$ cat src/hw/rtl/amu_pkg.sv
package amu_pkg;

  localparam int ELEM_W = 32;
  localparam int FRAC = 16;
  localparam int PROD_W = 2 * ELEM_W;
  localparam int ACC_W = PROD_W + 3;
  localparam int DIV_W = ELEM_W + FRAC;
  localparam int NELEM = 9;

  localparam logic [2:0] OP_LOAD = 3'd0;
  localparam logic [2:0] OP_LMUL = 3'd1;
  localparam logic [2:0] OP_RMUL = 3'd2;
  localparam logic [2:0] OP_INV = 3'd3;
  localparam logic [2:0] OP_TRANS = 3'd4;
  localparam logic [2:0] OP_XFORM = 3'd5;

  localparam logic [2:0] MODE_LMUL = 3'd0;
  localparam logic [2:0] MODE_RMUL = 3'd1;
  localparam logic [2:0] MODE_COF = 3'd2;
  localparam logic [2:0] MODE_DET = 3'd3;
  localparam logic [2:0] MODE_XFORM = 3'd4;

  typedef logic signed [ELEM_W-1:0] elem_t;

  typedef struct packed {
    logic       capture;
    logic       load;
    logic       trans;
    logic       acc_clr;
    logic       mul;
    logic       acc;
    logic       sub;
    logic       fin;
    logic       copy;
    logic       set_sing;
    logic       div_init;
    logic       div_step;
    logic       div_wr;
    logic [2:0] mode;
    logic [3:0] e;
    logic [1:0] k;
  } cmd_t;

  typedef struct packed {
    logic det_zero;
  } status_t;

  function automatic logic [1:0] row_of(input logic [3:0] e);
    case (e)
      4'd0, 4'd1, 4'd2: row_of = 2'd0;
      4'd3, 4'd4, 4'd5: row_of = 2'd1;
      default:          row_of = 2'd2;
    endcase
  endfunction

  function automatic logic [1:0] col_of(input logic [3:0] e);
    case (e)
      4'd0, 4'd3, 4'd6: col_of = 2'd0;
      4'd1, 4'd4, 4'd7: col_of = 2'd1;
      default:          col_of = 2'd2;
    endcase
  endfunction

  function automatic logic [1:0] inc3(input logic [1:0] v);
    inc3 = (v == 2'd2) ? 2'd0 : v + 2'd1;
  endfunction

  function automatic logic [3:0] idx(input logic [1:0] r, input logic [1:0] c);
    idx = {1'b0, r, 1'b0} + {2'b00, r} + {2'b00, c};
  endfunction

  function automatic elem_t sat_elem(input logic signed [ACC_W-1:0] v);
    logic signed [ACC_W-1:0] hi;
    logic signed [ACC_W-1:0] lo;
    hi = ACC_W'({1'b0, {(ELEM_W-1){1'b1}}});
    lo = -hi - ACC_W'(1);
    if (v > hi) sat_elem = hi[ELEM_W-1:0];
    else if (v < lo) sat_elem = lo[ELEM_W-1:0];
    else sat_elem = v[ELEM_W-1:0];
  endfunction

endpackage

$ cat src/hw/rtl/amu_ctrl.sv
module amu_ctrl import amu_pkg::*; (
  input  logic       clk,
  input  logic       rst_n,
  input  logic       in_valid,
  input  logic [2:0] in_operation,
  output logic       in_stall,
  output logic       out_valid,
  input  logic       out_stall,
  input  status_t    status,
  output cmd_t       cmd
);

  localparam logic [3:0] S_IDLE = 4'd0;
  localparam logic [3:0] S_START = 4'd1;
  localparam logic [3:0] S_CLR = 4'd2;
  localparam logic [3:0] S_MUL = 4'd3;
  localparam logic [3:0] S_ACC = 4'd4;
  localparam logic [3:0] S_FIN = 4'd5;
  localparam logic [3:0] S_COPY = 4'd6;
  localparam logic [3:0] S_DCHK = 4'd7;
  localparam logic [3:0] S_DINIT = 4'd8;
  localparam logic [3:0] S_DSTEP = 4'd9;
  localparam logic [3:0] S_DWR = 4'd10;
  localparam logic [3:0] S_DONE = 4'd11;

  localparam logic [5:0] DIV_LAST = 6'(DIV_W - 1);

  logic [3:0] state_r, state_nxt;
  logic [3:0] e_r, e_nxt;
  logic [5:0] k_r, k_nxt;
  logic [2:0] mode_r, mode_nxt;
  logic [2:0] op_r, op_nxt;
  logic [1:0] k_last;
  logic [3:0] e_last;

  always_ff @(posedge clk) begin
    if (!rst_n) begin
      state_r <= S_IDLE;
      e_r <= '0;
      k_r <= '0;
      mode_r <= MODE_LMUL;
      op_r <= OP_LOAD;
    end else begin
      state_r <= state_nxt;
      e_r <= e_nxt;
      k_r <= k_nxt;
      mode_r <= mode_nxt;
      op_r <= op_nxt;
    end
  end

  always_comb begin
    case (mode_r)
      MODE_COF:   begin k_last = 2'd1; e_last = 4'd8; end
      MODE_DET:   begin k_last = 2'd2; e_last = 4'd0; end
      MODE_XFORM: begin k_last = 2'd1; e_last = 4'd1; end
      default:    begin k_last = 2'd2; e_last = 4'd8; end
    endcase
  end

  assign in_stall = (state_r != S_IDLE);
  assign out_valid = (state_r == S_DONE);

  always_comb begin
    state_nxt = state_r;
    e_nxt = e_r;
    k_nxt = k_r;
    mode_nxt = mode_r;
    op_nxt = op_r;
    cmd = '0;
    cmd.mode = mode_r;
    cmd.e = e_r;
    cmd.k = k_r[1:0];
    case (state_r)
      S_IDLE: begin
        if (in_valid) begin
          cmd.capture = 1'b1;
          op_nxt = in_operation;
          state_nxt = S_START;
        end
      end
      S_START: begin
        e_nxt = '0;
        k_nxt = '0;
        case (op_r)
          OP_LOAD:  begin cmd.load = 1'b1; state_nxt = S_DONE; end
          OP_TRANS: begin cmd.trans = 1'b1; state_nxt = S_DONE; end
          OP_LMUL:  begin mode_nxt = MODE_LMUL; state_nxt = S_CLR; end
          OP_RMUL:  begin mode_nxt = MODE_RMUL; state_nxt = S_CLR; end
          OP_INV:   begin mode_nxt = MODE_COF; state_nxt = S_CLR; end
          OP_XFORM: begin mode_nxt = MODE_XFORM; state_nxt = S_CLR; end
          default:  state_nxt = S_DONE;
        endcase
      end
      S_CLR: begin
        cmd.acc_clr = 1'b1;
        k_nxt = '0;
        state_nxt = S_MUL;
      end
      S_MUL: begin
        cmd.mul = 1'b1;
        state_nxt = S_ACC;
      end
      S_ACC: begin
        cmd.acc = 1'b1;
        cmd.sub = (mode_r == MODE_COF) && (k_r[1:0] == 2'd1);
        if (k_r[1:0] == k_last) state_nxt = S_FIN;
        else begin
          k_nxt = k_r + 6'd1;
          state_nxt = S_MUL;
        end
      end
      S_FIN: begin
        cmd.fin = 1'b1;
        if (e_r == e_last) begin
          e_nxt = '0;
          case (mode_r)
            MODE_COF: begin mode_nxt = MODE_DET; state_nxt = S_CLR; end
            MODE_DET:   state_nxt = S_DCHK;
            MODE_XFORM: state_nxt = S_DONE;
            default:    state_nxt = S_COPY;
          endcase
        end else begin
          e_nxt = e_r + 4'd1;
          state_nxt = S_CLR;
        end
      end
      S_COPY: begin
        cmd.copy = 1'b1;
        state_nxt = S_DONE;
      end
      S_DCHK: begin
        e_nxt = '0;
        if (status.det_zero) begin
          cmd.set_sing = 1'b1;
          state_nxt = S_DONE;
        end else state_nxt = S_DINIT;
      end
      S_DINIT: begin
        cmd.div_init = 1'b1;
        k_nxt = '0;
        state_nxt = S_DSTEP;
      end
      S_DSTEP: begin
        cmd.div_step = 1'b1;
        if (k_r == DIV_LAST) state_nxt = S_DWR;
        else k_nxt = k_r + 6'd1;
      end
      S_DWR: begin
        cmd.div_wr = 1'b1;
        if (e_r == 4'(NELEM - 1)) state_nxt = S_DONE;
        else begin
          e_nxt = e_r + 4'd1;
          state_nxt = S_DINIT;
        end
      end
      S_DONE: begin
        if (!out_stall) state_nxt = S_IDLE;
      end
      default: state_nxt = S_IDLE;
    endcase
  end

endmodule

$ cat config.mk
export PLATFORM = sky130hd
export DESIGN_NAME = amu_ctrl
export DESIGN_NICKNAME = d
export VERILOG_FILES = /design/src/hw/rtl/amu_pkg.sv /design/src/hw/rtl/amu_ctrl.sv
export SDC_FILE = /design/constraint.sdc
export NUM_CORES = 1
export LEC_CHECK = 0
export BUFFER_PORTS_ARGS = -buffer_cell sky130_fd_sc_hd__buf_2
export CORE_ASPECT_RATIO = 0.9
export CORE_MARGIN = 2
export CORE_UTILIZATION = 59
export DETAILED_ROUTE_END_ITERATION = 12
export PLACE_DENSITY = 0.85
export SETUP_SLACK_MARGIN = 0.4
export SYNTH_ARGS = -nofsm -noshare
export SYNTH_HDL_FRONTEND = slang
export SYNTH_SLANG_ARGS = --single-unit
$ cat constraint.sdc
create_clock -name clk -period 4.4 [get_ports clk]
set_input_delay 0.88 -clock clk [delete_from_list [all_inputs] [get_ports clk]]
set_output_delay 0.88 -clock clk [all_outputs]
set_load 0.01 [all_outputs]
Word-level counts from Yosys, hierarchy flattened
Index checks and enable logic that the tools add are counted.
Word-level totals
  output and inout bits: 24
  RAM bits: 0
  memories: 0
  register bits after elaboration: 20
  ROM bits: 0
  logic and storage cells: 93
  bits of input ports: 8
  latch bits: 0
Cells by class
  multipliers: 0
  add/sub/neg operators: 2
  divide/modulo/power cells: 0
  bitwise logic cells: 0
  equality and inequality tests: 33
  shift operators: 0
  reduce and logical (&&, ||, !) cells: 16
  $lt $le $gt $ge: 0
  muxes and demuxes: 37
Operator list (count)
  one-hot mux 4 bit (12 select lines): 1
  two-way mux 4 bit: 7
  one-hot mux 4 bit (3 select lines): 2
  == test 4 bit, second input constant: 5
  one-hot mux 6 bit (3 select lines): 1
  == test 4 x 3 -> 1 bit, second input constant: 4
  != test 2 bit, second input constant: 8
  two-way mux 1 bit: 13
  == test 3 x 2 -> 1 bit, second input constant: 4
  two-way mux 6 bit: 2
  one-hot mux 3 bit (4 select lines): 1
  two-way mux 2 bit: 5
  == test 3 bit, second input constant: 3
  two-way mux 3 bit: 3
  == test 4 x 2 -> 1 bit, second input constant: 2
  one-hot mux 4 bit (2 select lines): 1
  adder 6 x 1 -> 6 bit, second input constant: 1
  == test 6 bit, second input constant: 1
  one-hot mux 3 bit (2 select lines): 1
  AND reduction 3 bit: 2
  nonzero test 3 bit: 2
  != test 5 x 1 -> 1 bit, second input constant: 1
  adder 4 x 1 -> 4 bit, second input constant: 1
  == test 4 x 1 -> 1 bit, second input constant: 1
  other kinds (14): 16

Depth between registers and ports, before layout
Gate-level depths: netlist of run 1.
  depth in word-level cells: 6
  mapped depth: 8
  mapped depth without buffers: 7

Worst setup path before layout of run 1
Ideal clock, no wire load.
  path type: reg2out
  from: register state_r[3]
  to: output port cmd[19] in the netlist's numbering
  stages on the path, launching flop included: 5
  data required time: 3520 ps
  arrival time: 1560 ps
  buffers on the path: 2
  setup slack: 1960 ps
  path through: dfxtp_1 -> buf_2 -> or4b_1 -> buf_2 -> nor4b_1
RTL lines
  start, declared: line amu_ctrl.sv:28  | logic [3:0] state_r, state_nxt;
  start signal, assigned: line amu_ctrl.sv:44  | state_r <= state_nxt;
  end, declared: line amu_ctrl.sv:10  | output cmd_t cmd

==> run summary, run 1 <==
======================================================================================
Run status .............................................................. finished, violations left
Failing checks ..........................................................          DRC
Achievable frequency ....................................................      328 MHz
Least-Margin Pin Slew ...................................................       702 ps
Residual DRC count ......................................................            3
Cell taking the most area after synthesis ...............................      dfxtp_1
Post-synth cell types ...................................................           60
DR vias .................................................................         1543
Placed wire-length estimate after detailed placement ....................      2.79 mm
Share of total power in sequential cells ................................        34.0%
Area of the mapped netlist ..............................................    1600 um^2
Count of input and output buffers .......................................           31
TritonCTS clock tree ....................................................          yes
Antenna diode instance count ............................................            0
Core box area ...........................................................    2510 um^2
Layout-stage area growth over the synthesis result ......................        8.12%
Maximum fanout count along the critical path ............................           17
Final estimated routing congestion in global placement ..................        0.895
Async S/R FF share, synth ...............................................           0%
Remaining antenna violation count after routing .........................            0
Root buffer cell ........................................................     clkbuf_4
Die area ................................................................    3150 um^2
Leading cell types by total area after synthesis ........................ dfxtp_1, nand2_1, a21oi_1
Number of levels the H-tree was split into ..............................            1
Fraction of post-synthesis cell area in the top cell type by area .......        25.0%
Clock slew at the register clock pins of the worst setup and hold paths .       120 ps
Buffers from clock root to sink, at most ................................            2
Ratio of final minimum period to clock period ...........................        69.2%
Clock latency at the later pin of the worst-skew pair ...................       320 ps
Global-route wire length before repair ..................................      6.36 mm
Number of synthesized register bits .....................................           20
Cell with the biggest individual delay on the critical path .............      dfxtp_1
Final net count .........................................................          232
Cells after synthesis ...................................................          203
Critical path buffers and inverters .....................................            1
Core utilization of the finished layout .................................        69.0%
Drt first-iter violations ...............................................           70
Final min period ........................................................      3040 ps
Worst min-delay path category ........................................... flip-flop to flip-flop
Leakage power ...........................................................     0.741 nW
Cell-by-cell listing of the critical path ............................... or4b_1 -> nor4b_1 -> buf_2
Combinational share of power ............................................        49.7%
Drt pass-1 iters ........................................................            8
Post-synth EDFFs ........................................................            0
Post-CTS Repair Setup Buffers ...........................................            0
Routed length per instance ..............................................      15.6 um
Register area share after synthesis .....................................        25.0%
Number of buffers inserted during clock tree synthesis ..................            3
Sum Neg Setup Slack .....................................................         0 ps
Switching power summed over all nets ....................................     0.448 mW
Maximum Capacitance Violations ..........................................            0
Overall routing resource usage ..........................................        27.1%
Placed insts ............................................................          243
FF-to-FF path depth .....................................................            5
Minimum setup slack after placement .....................................      1720 ps
Critical path start-end classification .................................. flip-flop to output pin
Internal Pwr Total ......................................................     0.508 mW
Endpoint arrival time on the critical path ..............................      2160 ps
Fraction of final layout cells with drive strength greater than 1 .......        21.9%
Most common flop cell mapped by yosys ...................................      dfxtp_1
DRT Wirelength ..........................................................      3.86 mm
Setup-violating endpoint count in the final report ......................            0
Worst Hold Margin .......................................................       506 ps
Unrepaired setup endpoints after global routing .........................        false
Crit-path max cell delay ................................................       690 ps
Yosys warning count .....................................................            0
Largest delay share family, worst path .................................. simple AND/OR/NAND/NOR gates
CP startpoint kind ......................................................    flip-flop
Critical path depth in cells ............................................            3
Maximum number of pins on one net before global-route repair ............           18
Worst setup margin ......................................................      1360 ps
Endpoint type of the worst setup path ...................................   output pin
Die extent in y .........................................................      53.4 um
Mean post-synth cell area ...............................................    7.90 um^2
Clock Sink Count ........................................................           20
Antenna violations before repair ........................................            0
Highest ir drop seen on vdd .............................................   0.000307 V
Post-cts sizing count ...................................................            0
Total count of hold-check failures in the final report ..................            0
Effective utilization at floorplan ......................................        63.9%
Drt via density .........................................................         6.25
Rows ....................................................................           17
Number of global-route vias before repair ...............................         1342
Top Ports ...............................................................           32
Total gr overflow .......................................................            0
Number of buffers added to fix hold violations after cts ................            0
Req. time, crit path ....................................................      3520 ps
Worst max-slew margin expressed relative to the limit ...................        53.2%
Horizontal die dimension ................................................      58.9 um
Layout Skew .............................................................      4.62 ps
Number of cells traversed by the worst hold path ........................            2
Fraction of power spent switching nets ..................................        46.9%
Net Count, Synth ........................................................          215
Total count of max-transition violations in the final report ............            0
Non-filler instance count after layout ..................................          247
Power density of the placed cells .......................................  552 nW/um^2
Portion of total power attributed to the clock network ..................        16.3%
======================================================================================
[cells in the mapped netlist (all sizes together) (2+ instances only)]
cell	number
xor2	2
a32o	2
o311a	2
ha	4
o31a	3
nand2b	6
nor2	17
o21ai	8
nor3b	3
nor2b	4
nand2	20
clkbuf	6
mux2i	4
and3	6
nor4b	3
or3	3
nor4	6
nor3	5
nand3b	2
xnor2	6
inv	8
a21oi	13
o311ai	2
o21bai	2
or2	2
and2	3
nand3	8
dfxtp	20
o21a	4
buf	13
[sequential cells by signal (all words and copies together) (netlist names)]
register  flops
state_r       4
mode_r        3
k_r           6
op_r          3
e_r           4
[cell usage in the layout (no fill, tap or decap), types with 4 or more instances in the layout]
cell type / instances
o21ai_1: 6
o21a_1: 4
nand2_1: 20
nand2b_1: 6
dfxtp_1: 20
and3_1: 6
nand3_1: 8
inv_1: 6
a21oi_1: 13
nor2_1: 16
nor2b_1: 4
buf_2: 31
ha_1: 4
mux2i_1: 4
nor4_1: 6
xnor2_1: 6
[layout make-up]
class                           count  area, um^2
Tap cell                           28        35.0
Inverter                            8        30.0
Multi-Input combinational cell    156        1060
Clock inverter                      1        30.0
Clock buffer                        3        22.5
Timing Repair Buffer               31         155
Sequential cell                    20         400
Fill cell                         205         777
[worst min-delay path, delay by kind of cell, from the launching register on]
kind | cells | cell delay (ps)
flops | 1 | 350
simple gates | 1 | 60
mux | 1 | 60
[per-layer routing]
metal / vias to the layer above / GRT usage [%] / wire [um]
met5: - / 0 / 0
met4: 0 / 11.7 / 78
met3: 7 / 3.67 / 385
met2: 74 / 42.4 / 1700
met1: 702 / 36.9 / 1700
li1: 760 / - / -
[metrics by stage]
step           power [mW]  instance area [um^2]
2_1_floorplan       0.715                  1600
3_3_place_gp        0.768                  1680
3_5_place_dp        0.793                  1680
4_1_cts             0.952                  1730
5_1_grt              1.03                  1730
6_report            0.957                  1730
[cells by family after synthesis]
family | synth area share (%)
compound gates | 21.8
mux | 2.50
flops | 25.0
buf+inv | 8.90
xor+xnor | 4.37
fa+ha+maj | 3.12
simple gates | 34.3
[power groups by stage]
| stage | combinational, mW | clock (mW) | sequential [mW] |
|---|---|---|---|
| global placement | 0.447 | 0 | 0.321 |
| CTS | 0.469 | 0.158 | 0.324 |
| finish | 0.475 | 0.156 | 0.326 |
| global route | 0.527 | 0.164 | 0.340 |
| floorplan | 0.467 | 0 | 0.248 |
| detailed placement | 0.465 | 0 | 0.328 |
[path summary, 6_finish.rpt]
path | start | slack, ps | to
setup / recovery | state_r[0] | 1360 | cmd[19]
hold / removal | k_r[3] | 510 | k_r[3]
setup reg to reg | state_r[1] | 2130 | e_r[2]
hold reg to reg | k_r[3] | 510 | k_r[3]
No activity file was read; power rests on OpenSTA's default activity.
==> inputs of run 2 (changes only) <==
--- a/config.mk
+++ b/config.mk
@@ -5,12 +5,13 @@
 export SDC_FILE = /design/constraint.sdc
 export NUM_CORES = 1
 export LEC_CHECK = 0
+export ABC_AREA = 1
 export BUFFER_PORTS_ARGS = -buffer_cell sky130_fd_sc_hd__buf_2
 export CORE_ASPECT_RATIO = 0.9
 export CORE_MARGIN = 2
-export CORE_UTILIZATION = 59
+export CORE_UTILIZATION = 54
 export DETAILED_ROUTE_END_ITERATION = 12
-export PLACE_DENSITY = 0.85
+export PLACE_DENSITY = 0.79
 export SETUP_SLACK_MARGIN = 0.4
 export SYNTH_ARGS = -nofsm -noshare
 export SYNTH_HDL_FRONTEND = slang
==> constraint.sdc (replaced) <==
create_clock -name clk -period 3 [get_ports clk]
set_input_delay 0.6 -clock clk [delete_from_list [all_inputs] [get_ports clk]]
set_output_delay 0.6 -clock clk [all_outputs]
set_load 0.01 [all_outputs]
==> run 2 against run 1 <==
  * Synthesized cell count rose by 13%
  * Clock power fell by 21%
  * Final area fell by 3.5%
  * Area after synthesis down 7.7%
  * Largest power group unchanged
  * Non-clock buffer count stayed put
  * Die area is 0.76% higher
  * Critical path depth rose by 4
  * The flow now finishes without violations
  * Wire length fell by 18%
  * Global-route usage shrank 3.9 points
==> run summary, run 2 <==
======================================================================================
Run status .............................................................. finished clean
Total count of hold-check failures in the final report ..................            0
Post-CTS Repair Setup Buffers ...........................................            0
Commonest non-fill, non-tap cell in the layout ..........................      nand2_1
Internal Pwr Total ......................................................     0.736 mW
Clock Sink Count ........................................................           20
Sum Neg Setup Slack .....................................................         0 ps
Most frequent cells in the layout ....................................... nand2_1, buf_2, nand3_1, inv_1, nor2_1
Clock slew at the register clock pins of the worst setup and hold paths .       100 ps
DRT Wirelength ..........................................................      3.17 mm
Cells after synthesis ...................................................          229
Final estimated routing congestion in global placement ..................        0.860
Post-synth EDFFs ........................................................            0
CP startpoint kind ......................................................    flip-flop
Req. time, crit path ....................................................      2400 ps
Layout Skew .............................................................      2.73 ps
Top Ports ...............................................................           32
Fraction of post-synthesis cell area in the top cell type by area .......        27.1%
Rows ....................................................................           17
Final net count .........................................................          274
Global-route wire length before repair ..................................      5.64 mm
Most common cell in the netlist .........................................      nand2_1
Core utilization of the finished layout .................................        66.0%
Drt via density .........................................................         5.13
Residual DRC count ......................................................            0
Non-filler instance count after layout ..................................          288
Placed inst area ........................................................    1650 um^2
Mean post-synth cell area ...............................................    6.46 um^2
Async S/R FF share, synth ...............................................           0%
Most common flop cell mapped by yosys ...................................      dfxtp_1
Clock latency at the later pin of the worst-skew pair ...................       290 ps
Routed length per instance ..............................................      11.0 um
Count of input and output buffers .......................................           31
Buffers from clock root to sink, at most ................................            2
Number of global-route vias before repair ...............................         1326
Yosys warning count .....................................................            0
Number of buffers added to fix hold violations after cts ................            0
Ratio of final minimum period to clock period ...........................        70.2%
Root buffer cell ........................................................     clkbuf_4
Least-Margin Pin Slew ...................................................       315 ps
Combinational share of power ............................................        63.5%
Drt first-iter violations ...............................................           58
Top Registers ........................................................... k_r: 6 flops, e_r: 4 flops, state_r: 4 flops
Post-cts sizing count ...................................................            0
Worst min-delay path category ........................................... flip-flop to flip-flop
Endpoint type of the worst setup path ...................................   output pin
Maximum number of pins on one net before global-route repair ............           11
Core box area ...........................................................    2530 um^2
Final min period ........................................................      2110 ps
Highest ir drop seen on vdd .............................................   0.000504 V
Drt pass-1 iters ........................................................            4
Share of total power in sequential cells ................................        28.6%
Post-synth cell types ...................................................           30
FF-to-FF path depth .....................................................            9
Setup-violating endpoint count in the final report ......................            0
Number of cells traversed by the worst hold path ........................            2
TritonCTS clock tree ....................................................          yes
Antenna violations before repair ........................................            0
Overall routing resource usage ..........................................        23.2%
Number of levels the H-tree was split into ..............................            1
Achievable frequency ....................................................      475 MHz
Worst max-slew margin expressed relative to the limit ...................        78.9%
Largest register by flop count ..........................................          k_r
Total gr overflow .......................................................            0
Critical path start-end classification .................................. flip-flop to output pin
Maximum Capacitance Violations ..........................................            0
Fraction of final layout cells with drive strength greater than 1 .......        27.7%
Die area ................................................................    3170 um^2
Register area share after synthesis .....................................        27.1%
Placed wire-length estimate after detailed placement ....................      2.54 mm
Placed insts ............................................................          285
Net Count, Synth ........................................................          241
Die extent in y .........................................................      53.6 um
Area of the mapped netlist ..............................................    1480 um^2
Layout-stage area growth over the synthesis result ......................        13.0%
Number of synthesized register bits .....................................           20
Number of buffers inserted during clock tree synthesis ..................            3
Portion of total power attributed to the clock network ..................         8.0%
Cell area after layout ..................................................    1670 um^2
Leading cell types by total area after synthesis ........................ dfxtp_1, nand2_1, nand3_1
Remaining antenna violation count after routing .........................            0
Endpoint arrival time on the critical path ..............................      1510 ps
Leakage power ...........................................................     0.844 nW
Worst Hold Margin .......................................................       496 ps
Total count of max-transition violations in the final report ............            0
Power density of the placed cells .......................................  926 nW/um^2
Switching power summed over all nets ....................................     0.812 mW
Number of flip-flops under the largest register name ....................            6
Effective utilization at floorplan ......................................        58.4%
Cell taking the most area after synthesis ...............................      dfxtp_1
Unrepaired setup endpoints after global routing .........................        false
Antenna diode instance count ............................................            0
Commonest cells in the netlist .......................................... nand2_1, nand3_1, inv_1, nor2_1, dfxtp_1
Horizontal die dimension ................................................      59.2 um
Maximum fanout count along the critical path ............................            5
Fraction of power spent switching nets ..................................        52.4%
DR vias .................................................................         1477
======================================================================================
[run 2: changes by cell type in the layout (fill, tap and decap cells not counted), moves of 7 or more]
cell / before / now
nand2_2: 0 / 9
nor2_1: 16 / 26
inv_1: 6 / 26
inv_2: 2 / 9
nand2_1: 20 / 46
nand3_1: 8 / 28
[run 2: area by class of cell]
| type | count | area [um^2] |
|---|---|---|
| multi-input cells | 169 | 917 |
| fillers | 238 | 860 |
| flip-flops and latches | 20 | 400 |
| repair buffers | 31 | 155 |
| inverters | 37 | 141 |
| well taps | 28 | 35.0 |
| clock buffers | 3 | 22.5 |
[run 2: path summary, 6_finish.rpt]
kind	startpoint	endpoint	slack, ps
min	k_r[5]	k_r[5]	500
min reg2reg	k_r[5]	k_r[5]	500
max	state_r[2]	cmd[15]	890
max reg2reg	k_r[0]	state_r[0]	1270
[run 2: stage by stage]
step / power [mW] / setup slack, ps
2_1_floorplan: 1.21 / 1310
3_3_place_gp: 1.42 / 1240
3_5_place_dp: 1.43 / 1210
4_1_cts: 1.56 / 874
5_1_grt: 1.71 / 746
6_report: 1.55 / 893
[run 2: power by group through the flow]
| stage | clock network [mW] | logic, mW | registers (mW) |
|---|---|---|---|
| after floorplan | 0 | 0.766 | 0.446 |
| after global placement | 0 | 0.977 | 0.444 |
| after detailed placement | 0 | 0.981 | 0.448 |
| after CTS | 0.130 | 0.986 | 0.442 |
| after global routing | 0.142 | 1.11 | 0.456 |
| final | 0.123 | 0.983 | 0.442 |
[run 2: cells by family (layout without fill, tap and decap cells)]
logic type      count (synthesis)  count (layout)  share of synthesized area [%]
fa+ha+maj                       4               4                           3.38
simple gates                  132             132                           45.9
compound gates                 29              29                           10.4
xor+xnor                        4               4                           2.37
buf+inv                        40              71                           10.9
flops                          20              20                           27.1
[run 2: critical path, stage by stage (launching register included)]
cell and delay [ps]:
dfxtp_1 360, inv_1 90, nor2_4 120, inv_1 80
nor2_2 250, nand2_1 80, nor2_1 100, buf_2 140
[run 2: per-layer routing]
layer	wire length (um)	global-route usage [%]
met1	1580	31.5
met2	1430	38.1
met3	140	5.05
met4	20	4.55
met5	0	0
